**src/cdm_pkg.sv**
```systemverilog
package cdm_pkg;

    localparam int IN_W   = 16;
    localparam int OUT_W  = 18;
    localparam int ACC_W  = 18;
    localparam int CFG_W  = 15;
    localparam int IDX_W  = 2;
    localparam int DIG_W  = 2;

    localparam logic [IDX_W-1:0] REG_MAX_OUTPUT     = 2'd0;
    localparam logic [IDX_W-1:0] REG_STOP_THRESHOLD = 2'd1;
    localparam logic [IDX_W-1:0] REG_STOP_ALPHA     = 2'd2;

    localparam logic [CFG_W-1:0] MAX_OUTPUT_RESET     = 15'd16384;
    localparam logic [CFG_W-1:0] STOP_THRESHOLD_RESET = 15'd3277;
    localparam logic [CFG_W-1:0] STOP_ALPHA_RESET     = 15'd1638;

    localparam logic signed [OUT_W-1:0] OUT_MAX = 18'sh1FFFF;
    localparam logic signed [OUT_W-1:0] OUT_MIN = 18'sh20000;

    typedef logic signed [IN_W-1:0]  t_in_val;
    typedef logic signed [OUT_W-1:0] t_out_val;
    typedef logic [CFG_W-1:0]        t_cfg_val;

endpackage

```
**src/curvature_drive_mixer.sv**
```systemverilog
// Channel | Direction | Handshake               | Payload
// in      | input     | i_in_valid / o_in_ready | i_speed, i_rotation, i_quick_turn
// out     | output    | o_out_valid/i_out_ready | o_left_drive, o_right_drive
// cfg     | input     | i_cfg_valid/o_cfg_ready | i_cfg_index, i_cfg_data
//
// One transaction at a time: from input accept to result it makes two passes through
// the radix-4 serial multipliers (one digit per cycle), in S_FILT or S_NORM and then
// in S_SIDE/S_OUT. Quick turn without accumulator feed skips the first pass.
// Reset (synchronous, active low) clears the accumulator and loads register defaults.
// A stalled result waits in the output register while the next transaction runs;
// that one then holds its products in S_OUT until the output register is free.
module curvature_drive_mixer
    import cdm_pkg::*;
#(
    parameter int FRAC_BITS = 14
) (
    input  logic             i_clk,
    input  logic             i_rst_n,
    input  logic             i_in_valid,
    output logic             o_in_ready,
    input  logic signed [IN_W-1:0] i_speed,
    input  logic signed [IN_W-1:0] i_rotation,
    input  logic             i_quick_turn,
    output logic             o_out_valid,
    input  logic             i_out_ready,
    output logic signed [OUT_W-1:0] o_left_drive,
    output logic signed [OUT_W-1:0] o_right_drive,
    input  logic             i_cfg_valid,
    output logic             o_cfg_ready,
    input  logic [IDX_W-1:0] i_cfg_index,
    input  logic [CFG_W-1:0] i_cfg_data
);

    localparam int SW   = 20;
    localparam int MAW  = SW;
    localparam int MBW0 = (FRAC_BITS + 2 > 18) ? FRAC_BITS + 2 : 18;
    localparam int MBW  = MBW0 + (MBW0 % 2);
    localparam int PW   = MAW + MBW;
    localparam int RW   = PW + 2;
    localparam int CW   = (SW + 2 > FRAC_BITS + 3) ? SW + 2 : FRAC_BITS + 3;

    localparam logic signed [CW-1:0]  C_ONE     = CW'(1) << FRAC_BITS;
    localparam logic signed [CW-1:0]  C_NEG_ONE = -C_ONE;
    localparam logic signed [MBW-1:0] B_ONE     = MBW'(1) << FRAC_BITS;
    localparam logic signed [RW-1:0]  R_HALF    = RW'(1) << (FRAC_BITS - 1);
    localparam logic signed [RW-1:0]  R_MAX     = RW'(OUT_MAX);
    localparam logic signed [RW-1:0]  R_MIN     = RW'(OUT_MIN);

    localparam logic [2:0] S_IDLE = 3'd0;
    localparam logic [2:0] S_PREP = 3'd1;
    localparam logic [2:0] S_FILT = 3'd2;
    localparam logic [2:0] S_NORM = 3'd3;
    localparam logic [2:0] S_SIDE = 3'd4;
    localparam logic [2:0] S_OUT  = 3'd5;

    function automatic t_in_val clamp_one(input t_in_val v);
        logic signed [CW-1:0] w;
        w = CW'(v);
        if (w < C_NEG_ONE) begin
            w = C_NEG_ONE;
        end else if (w > C_ONE) begin
            w = C_ONE;
        end
        return w[IN_W-1:0];
    endfunction

    // round to nearest, ties up, then back to Q.FRAC_BITS
    function automatic logic signed [RW-1:0] rnd(input logic signed [RW-1:0] x);
        return (x + R_HALF) >>> FRAC_BITS;
    endfunction

    function automatic t_out_val sat_rnd(input logic signed [RW-1:0] x);
        logic signed [RW-1:0] y;
        y = rnd(x);
        if (y > R_MAX) begin
            return OUT_MAX;
        end else if (y < R_MIN) begin
            return OUT_MIN;
        end
        return y[OUT_W-1:0];
    endfunction

    logic [2:0]              r_state;
    logic                    r_out_valid;
    t_cfg_val                r_max;
    t_cfg_val                r_thr;
    t_cfg_val                r_alpha;
    logic signed [ACC_W-1:0] r_acc;
    t_in_val                 r_spd;
    t_in_val                 r_rot;
    logic                    r_quick;
    logic signed [SW-1:0]    r_ang;
    t_out_val                r_left;
    t_out_val                r_right;

    logic                    w_in_acc;
    logic [IN_W:0]           w_abs_spd;
    logic                    w_feed;
    logic                    w_out_free;
    logic                    w_load;
    logic signed [CW-1:0]    w_l0;
    logic signed [CW-1:0]    w_r0;
    logic signed [CW-1:0]    w_l1;
    logic signed [CW-1:0]    w_r1;
    logic signed [CW-1:0]    w_acc_x;
    logic signed [ACC_W-1:0] w_acc_decay;
    logic signed [RW-1:0]    w_norm_rnd;

    logic                    w_start0;
    logic                    w_start1;
    logic signed [MAW-1:0]   w_a0;
    logic signed [MAW-1:0]   w_a1;
    logic [MBW-1:0]          w_b0;
    logic [MBW-1:0]          w_b1;
    logic                    w_busy0;
    logic                    w_busy1;
    logic signed [PW-1:0]    w_p0;
    logic signed [PW-1:0]    w_p1;

    assign o_in_ready  = (r_state == S_IDLE);
    assign o_cfg_ready = 1'b1;
    assign o_out_valid = r_out_valid;
    assign o_left_drive  = r_left;
    assign o_right_drive = r_right;

    assign w_in_acc   = i_in_valid && o_in_ready;
    assign w_out_free = !r_out_valid || i_out_ready;
    assign w_load     = (r_state == S_OUT) && !w_busy0 && w_out_free;

    always_comb begin
        w_abs_spd = r_spd[IN_W-1] ? -((IN_W+1)'(r_spd)) : (IN_W+1)'(r_spd);
        w_feed    = r_quick && (w_abs_spd < (IN_W+1)'(r_thr));
    end

    // side values; quick turn moves the excess of an overpowered side across
    always_comb begin
        w_l0 = CW'(r_spd) + CW'(r_ang);
        w_r0 = CW'(r_spd) - CW'(r_ang);
        w_l1 = w_l0;
        w_r1 = w_r0;
        if (r_quick) begin
            if (w_l0 > C_ONE) begin
                w_r1 = w_r0 - (w_l0 - C_ONE);
                w_l1 = C_ONE;
            end else if (w_r0 > C_ONE) begin
                w_l1 = w_l0 - (w_r0 - C_ONE);
                w_r1 = C_ONE;
            end else if (w_l0 < C_NEG_ONE) begin
                w_r1 = w_r0 - (w_l0 + C_ONE);
                w_l1 = C_NEG_ONE;
            end else if (w_r0 < C_NEG_ONE) begin
                w_l1 = w_l0 - (w_r0 + C_ONE);
                w_r1 = C_NEG_ONE;
            end
        end
    end

    always_comb begin
        w_acc_x = CW'(r_acc);
        if (w_acc_x > C_ONE) begin
            w_acc_decay = ACC_W'(w_acc_x - C_ONE);
        end else if (w_acc_x < C_NEG_ONE) begin
            w_acc_decay = ACC_W'(w_acc_x + C_ONE);
        end else begin
            w_acc_decay = '0;
        end
        w_norm_rnd = rnd(RW'(w_p0));
    end

    always_comb begin
        w_start0 = 1'b0;
        w_start1 = 1'b0;
        w_a0 = '0;
        w_a1 = '0;
        w_b0 = '0;
        w_b1 = '0;
        case (r_state)
            S_PREP: begin
                if (w_feed) begin
                    w_start0 = 1'b1;
                    w_start1 = 1'b1;
                    w_a0 = MAW'(r_acc);
                    w_b0 = B_ONE - MBW'(r_alpha);
                    w_a1 = MAW'(r_rot) <<< 1;
                    w_b1 = MBW'(r_alpha);
                end else if (!r_quick) begin
                    w_start0 = 1'b1;
                    w_a0 = MAW'(r_rot);
                    w_b0 = MBW'(w_abs_spd);
                end
            end
            S_SIDE: begin
                w_start0 = 1'b1;
                w_start1 = 1'b1;
                w_a0 = MAW'(w_l1);
                w_a1 = MAW'(-w_r1);
                w_b0 = MBW'(r_max);
                w_b1 = MBW'(r_max);
            end
            default: begin
            end
        endcase
    end

    cdm_serial_mul #(
        .A_W(MAW),
        .B_W(MBW)
    ) u_mul0 (
        .i_clk  (i_clk),
        .i_rst_n(i_rst_n),
        .i_start(w_start0),
        .i_a    (w_a0),
        .i_b    (w_b0),
        .o_busy (w_busy0),
        .o_prod (w_p0)
    );

    cdm_serial_mul #(
        .A_W(MAW),
        .B_W(MBW)
    ) u_mul1 (
        .i_clk  (i_clk),
        .i_rst_n(i_rst_n),
        .i_start(w_start1),
        .i_a    (w_a1),
        .i_b    (w_b1),
        .o_busy (w_busy1),
        .o_prod (w_p1)
    );

    always_ff @(posedge i_clk) begin
        if (!i_rst_n) begin
            r_state     <= S_IDLE;
            r_out_valid <= 1'b0;
            r_max       <= MAX_OUTPUT_RESET;
            r_thr       <= STOP_THRESHOLD_RESET;
            r_alpha     <= STOP_ALPHA_RESET;
            r_acc       <= '0;
        end else begin
            if (i_cfg_valid && o_cfg_ready) begin
                case (i_cfg_index)
                    REG_MAX_OUTPUT:     r_max   <= i_cfg_data;
                    REG_STOP_THRESHOLD: r_thr   <= i_cfg_data;
                    REG_STOP_ALPHA:     r_alpha <= i_cfg_data;
                    default: begin
                    end
                endcase
            end
            // a new result may replace the one taken in the same cycle
            if (w_load) begin
                r_out_valid <= 1'b1;
            end else if (r_out_valid && i_out_ready) begin
                r_out_valid <= 1'b0;
            end
            case (r_state)
                S_IDLE: begin
                    if (w_in_acc) begin
                        r_state <= S_PREP;
                    end
                end
                S_PREP: begin
                    if (w_feed) begin
                        r_state <= S_FILT;
                    end else if (r_quick) begin
                        r_state <= S_SIDE;
                    end else begin
                        r_state <= S_NORM;
                    end
                end
                S_FILT: begin
                    if (!w_busy0) begin
                        r_acc   <= sat_rnd(RW'(w_p0) + RW'(w_p1));
                        r_state <= S_SIDE;
                    end
                end
                S_NORM: begin
                    if (!w_busy0) begin
                        r_acc   <= w_acc_decay;
                        r_state <= S_SIDE;
                    end
                end
                S_SIDE: begin
                    r_state <= S_OUT;
                end
                S_OUT: begin
                    if (w_load) begin
                        r_state <= S_IDLE;
                    end
                end
                default: begin
                    r_state <= S_IDLE;
                end
            endcase
        end
    end

    always_ff @(posedge i_clk) begin
        if (w_in_acc) begin
            r_spd   <= clamp_one(i_speed);
            r_rot   <= clamp_one(i_rotation);
            r_quick <= i_quick_turn;
        end
        if (r_state == S_PREP) begin
            r_ang <= SW'(r_rot);
        end
        if (r_state == S_NORM && !w_busy0) begin
            r_ang <= SW'(w_norm_rnd) - SW'(r_acc);
        end
        if (w_load) begin
            r_left  <= sat_rnd(RW'(w_p0));
            r_right <= sat_rnd(RW'(w_p1));
        end
    end

    a_one_at_a_time: assert property (@(posedge i_clk) disable iff (!i_rst_n)
        w_in_acc |=> !o_in_ready)
        else $error("input accepted while a transaction is in flight");

    a_ready_mul_idle: assert property (@(posedge i_clk) disable iff (!i_rst_n)
        o_in_ready |-> (!w_busy0 && !w_busy1))
        else $error("multiplier busy while idle");

    a_mul_lockstep: assert property (@(posedge i_clk) disable iff (!i_rst_n)
        w_busy1 |-> w_busy0)
        else $error("second multiplier running alone");

    a_load_when_free: assert property (@(posedge i_clk) disable iff (!i_rst_n)
        (r_out_valid && !i_out_ready) |=> (r_out_valid && $stable(r_left)))
        else $error("pending result overwritten");

endmodule

```
**src/cdm_serial_mul.sv**
```systemverilog
module cdm_serial_mul
    import cdm_pkg::*;
#(
    parameter int A_W = 20,
    parameter int B_W = 18
) (
    input  logic                      i_clk,
    input  logic                      i_rst_n,
    input  logic                      i_start,
    input  logic signed [A_W-1:0]     i_a,
    input  logic [B_W-1:0]            i_b,
    output logic                      o_busy,
    output logic signed [A_W+B_W-1:0] o_prod
);

    // signed multiplicand times signed multiplier, radix-4, LSB digit first.
    // Low product bits shift into the multiplier register as its digits retire.
    localparam int STEPS = B_W / DIG_W;
    localparam int H_W   = A_W + 3;
    localparam int CNT_W = $clog2(STEPS + 1);

    logic signed [A_W-1:0] r_a;
    logic signed [H_W-1:0] r_hi;
    logic [B_W-1:0]        r_b;
    logic [CNT_W-1:0]      r_cnt;
    logic                  r_busy;

    logic                  w_last;
    logic signed [H_W-1:0] w_a1;
    logic signed [H_W-1:0] w_a2;
    logic signed [H_W-1:0] w_t1;
    logic signed [H_W-1:0] w_t2;
    logic signed [H_W-1:0] w_sum;

    assign w_last = (r_cnt == CNT_W'(1));
    assign w_a1   = H_W'(r_a);
    assign w_a2   = w_a1 <<< 1;

    always_comb begin
        w_t1 = r_b[0] ? w_a1 : '0;
        // top digit carries the sign bit of the multiplier (weight -2)
        if (r_b[1]) begin
            w_t2 = w_last ? -w_a2 : w_a2;
        end else begin
            w_t2 = '0;
        end
        w_sum = r_hi + w_t1 + w_t2;
    end

    always_ff @(posedge i_clk) begin
        if (!i_rst_n) begin
            r_busy <= 1'b0;
            r_cnt  <= '0;
        end else if (i_start) begin
            r_busy <= 1'b1;
            r_cnt  <= CNT_W'(STEPS);
        end else if (r_busy) begin
            r_cnt <= r_cnt - CNT_W'(1);
            if (w_last) begin
                r_busy <= 1'b0;
            end
        end
    end

    always_ff @(posedge i_clk) begin
        if (i_start) begin
            r_a  <= i_a;
            r_b  <= i_b;
            r_hi <= '0;
        end else if (r_busy) begin
            r_hi <= w_sum >>> DIG_W;
            r_b  <= {w_sum[DIG_W-1:0], r_b[B_W-1:DIG_W]};
        end
    end

    assign o_busy = r_busy;
    assign o_prod = {r_hi[A_W-1:0], r_b};

endmodule
```
**config.mk**
```make
export PLATFORM = sky130hd
export DESIGN_NAME = curvature_drive_mixer
export DESIGN_NICKNAME = d
export VERILOG_FILES = /design/src/cdm_pkg.sv /design/src/curvature_drive_mixer.sv /design/src/cdm_serial_mul.sv
export SDC_FILE = /design/constraint.sdc
export NUM_CORES = 1
export LEC_CHECK = 0
export BUFFER_PORTS_ARGS = -buffer_cell sky130_fd_sc_hd__buf_2
export CORE_MARGIN = 2
export CORE_UTILIZATION = 62
export CTS_CLUSTER_SIZE = 8
export DETAILED_ROUTE_END_ITERATION = 6
export PLACE_DENSITY = 0.82
export SLEW_MARGIN = 20
export SYNTH_ARGS = -nofsm -noshare
export SYNTH_HDL_FRONTEND = slang
export SYNTH_HIERARCHICAL = 1
export SYNTH_SLANG_ARGS = --single-unit
```
**constraint.sdc**
```tcl
create_clock -name i_clk -period 12.5 [get_ports i_clk]
set_input_delay 1.25 -clock i_clk [delete_from_list [all_inputs] [get_ports i_clk]]
set_output_delay 1.25 -clock i_clk [all_outputs]
set_load 0.01 [all_outputs]
```
==> reports/metrics.csv <==
stage,metric,value,unit
critical_path,end_kind,flop,
clocking,post-cts-setup-buffers,0,
global_routing,grt_start_max_net_pins,76,
synthesis,ys_types,122,
clocking,cts_root_buf,clkbuf_16,
clocking,clock_path_buffers,3,
placement,dp_hpwl,67690,µm
worst_hold_path,min_to,r_thr[12]$_SDFFE_PN0P_,
timing,finalCritPeriodShare,0.5404,
synthesis,synth_top_area_frac,0.1775,
synthesis,yosys_register_bits,284,
route,first_iter_violations,2551,
placement,post-place-cells,3769,
critical_path,cp.required,12830,ps
critical_path,max_stage_delay,860,ps
worst_hold_path,whs_path_depth,2,
critical_path,critical_path.cell_chain,ha_1 -> a21oi_1 -> o21ai_0 -> a31oi_1 -> nor3_1 -> a311oi_1 -> ha_1 -> or4_1 -> nand4b_1 -> nand2_1 -> o311ai_0 -> mux2i_1 -> o221ai_1 -> or4_1 -> nor4b_2 -> xnor2_1 -> o21ai_1,
timing,rsz0062_at_grt,no,
synthesis,async_flop_share,0,
clocking,cts_max_level,2,
synthesis,syn_avg_cell_area,8.692,µm²
finish,post-route-cell-area,29810,µm²
critical_path,crit_arrival,7080,ps
global_routing,grt_pass1_vias,23710,
clocking,clkTransAtPathRegs,60,ps
clocking,insertion_delay,590,ps
route,drc,0,
die,die_y,216.2,µm
clocking,clkSinkCount,284,
route,via_per_inst,6.488,
placement,placed_area,28520,µm²
critical_path,start_kind,flop,
global_routing,grt_first_pass_wirelength,133300,µm
route,drt-pass1-iter-count,6,
finish,drive_gt1_frac,0.09834,
route,vias,24960,
timing,setup_viol,0,
placement,port_buffers,92,
critical_path,reg2reg_slack,5750,ps
die,die_x,216.2,µm
synthesis,synth_cells,3212,
timing,max_freq,0.1481,GHz
timing,tns,0,ps
finish,area_growth,6.767,%
timing,hold_violations,0,
timing,tightest_slew,1065,ps
critical_path,cpMaxStageDelayCell,a311oi_1,
critical_path,ff2ff_path_depth,17,
route,routedWlPerCell,22.42,µm
critical_path,path_buf_inv,0,
clocking,numCtsBuffers,42,
finish,fillers,3596,
clocking,cts_hold_buf,0,
outcome,status,finished clean,
synthesis,synth_edf_count,165,
finish,final_nets,3599,
global_routing,antenna_found_initial,2,
finish,stdcell_count,3847,
critical_path,cp_top_family,compound AO/OA/AOI/OAI gates,
clocking,ctsResizeCount,0,
timing,drv_slew,0,
critical_path,criticalPathCategory,reg -> reg,
critical_path,setup.worst_path.start,r_spd[8]$_SDFFCE_PP0P_,
critical_path,worstReg2RegEnd,u_mul1/r_a[19]$_DFFE_PP_,
flow_run,max-cap-violations,0,
route,ant_nets,0,
die,core,44320,µm²
synthesis,ys_warn_count,6,
route,postRouteWirelength,86240,µm
timing,slew_headroom,0.2901,
clocking,cts_tree,yes,
synthesis,yosysSeqAreaShare,0.2628,
die,initial_core_util,0.6300,
critical_path,crit_fanout,16,
die,rows,77,
worst_hold_path,hold_path.class,reg -> reg,
die,ios,94,
placement,globalplace.congestion,0.9855,
synthesis,netlist_area,27920,µm²
die,dieArea,46740,µm²
timing,skew,29.99,ps
critical_path,r2r-start,r_spd[8]$_SDFFCE_PP0P_,
synthesis,synth-main-ff-cell,edfxtp_1,
global_routing,gr-total-overflow,0,
worst_hold_path,hold_path_startpoint,r_thr[12]$_SDFFE_PN0P_,
synthesis,yosys-top-cells-area,"edfxtp_1 (18%), ha_1 (12%), dfxtp_1 (8.5%)",
global_routing,track_usage,0.3623,
timing,fin_crit,6754,ps
synthesis,yosysTopAreaCell,edfxtp_1,
worst register-to-register path, cell delays in order (launching register included):
cell and delay (ps):
edfxtp_1 520, ha_1 600, a21oi_1 400, o21ai_0 190, a31oi_1 400, nor3_1 80, a311oi_1 870, ha_1 480
or4_1 520, nand4b_1 170, nand2_1 150, o311ai_0 500, mux2i_1 240, o221ai_1 180, or4_1 630, nor4b_2 330
xnor2_1 160, o21ai_1 70
cell usage after synthesis (24+ instances only):
cell,instances
a31oi_1,24
fa_1,49
a22oi_1,35
nand2_1,307
xor2_1,102
ha_1,274
edfxtp_1,165
nand3_1,64
mux2i_1,35
o21ai_0,191
a22o_1,28
a21boi_0,60
nor2b_1,42
nor3_1,54
mux2_2,41
a21oi_1,160
nand4_1,36
clkbuf_1,85
nor2_1,217
xnor2_1,161
and2_1,113
dfxtp_1,119
a21o_1,49
nor4_1,31
nand2b_1,51
inv_1,191
a211oi_1,29
buf_4,44
layout by cell type (no fill, tap or decap), types with 51 or more instances in the layout:
cell / n
nor2_1: 214
nor3_1: 54
inv_1: 191
ha_1: 274
a21boi_0: 60
a21oi_1: 160
nand3_1: 64
edfxtp_1: 165
xnor2_1: 161
xor2_1: 102
buf_2: 92
nand2b_1: 51
dfxtp_1: 119
and2_1: 113
o21ai_0: 191
nand2_1: 305
area by class of cell:
type,count,area [µm²],share of cell area
Sequential cell,284,7337,0.2461
Timing Repair Buffer,119,663.1,0.02225
Tap cell,592,740.7,0.02485
Multi-Input combinational cell,2578,19050,0.6391
Clock inverter,2,32.53,0.001091
Inverter,196,735.7,0.02468
Antenna cell,1,2.502,0.00008395
Clock buffer,75,1247,0.04185
how the worst max path moves through the flow:
stage / endpoint / slack [ps] / depth (start not counted)
5_1_grt: u_mul1/r_a[19]$_DFFE_PP_ / 5330 / 17
3_5_place_dp: u_mul1/r_a[19]$_DFFE_PP_ / 5840 / 17
4_1_cts: u_mul1/r_a[19]$_DFFE_PP_ / 5830 / 17
6_report: u_mul1/r_a[19]$_DFFE_PP_ / 5750 / 17
2_1_floorplan: u_mul1/r_a[19]$_DFFE_PP_ / 6910 / 21
3_3_place_gp: u_mul1/r_a[19]$_DFFE_PP_ / 6060 / 18
cell families after synthesis:
kind of cell               count (synthesis)  share of synthesized area
and+or+nand+nor                         1068                     0.1976
AOI/OAI and AO/OA                        841                     0.2121
buffers and inverters                    352                    0.05597
adders and majority gates                323                     0.1579
DFF                                      284                     0.2628
xor gates and xnor gates                 266                    0.08425
muxes                                     76                    0.02908
other                                      2                  0.0002690
flip-flops by register name (all words and copies together), names as in the netlist, 20 cells and up:
register and count:
u_mul0/r_hi 21, u_mul1/r_hi 21, r_ang 20, u_mul0/r_a 20, u_mul1/r_a 20
through the flow:
step | worst slack [ps] | hold slack [ps] | utilization
final | 5746 | 466.8 | 0.6726
after global routing | 5335 | 484.3 | 0.6726
after CTS | 5830 | 465.3 | 0.6724
after detailed placement | 5844 | 458.4 | 0.6436
after global placement | 6060 | 453.8 | 0.6435
after floorplan | 6909 | 441.6 | -
per-layer routing:
metal  global-route usage  wire [µm]  part of all wire
met5                    0         13           0.00015
met4               0.1562       3936             0.046
met3              0.05993       6649             0.077
met2               0.5855      39120              0.45
met1               0.4804      36520              0.42
Power is not shown: default switching activity piles up to over one toggle a cycle in this logic, so the estimate is an artifact.
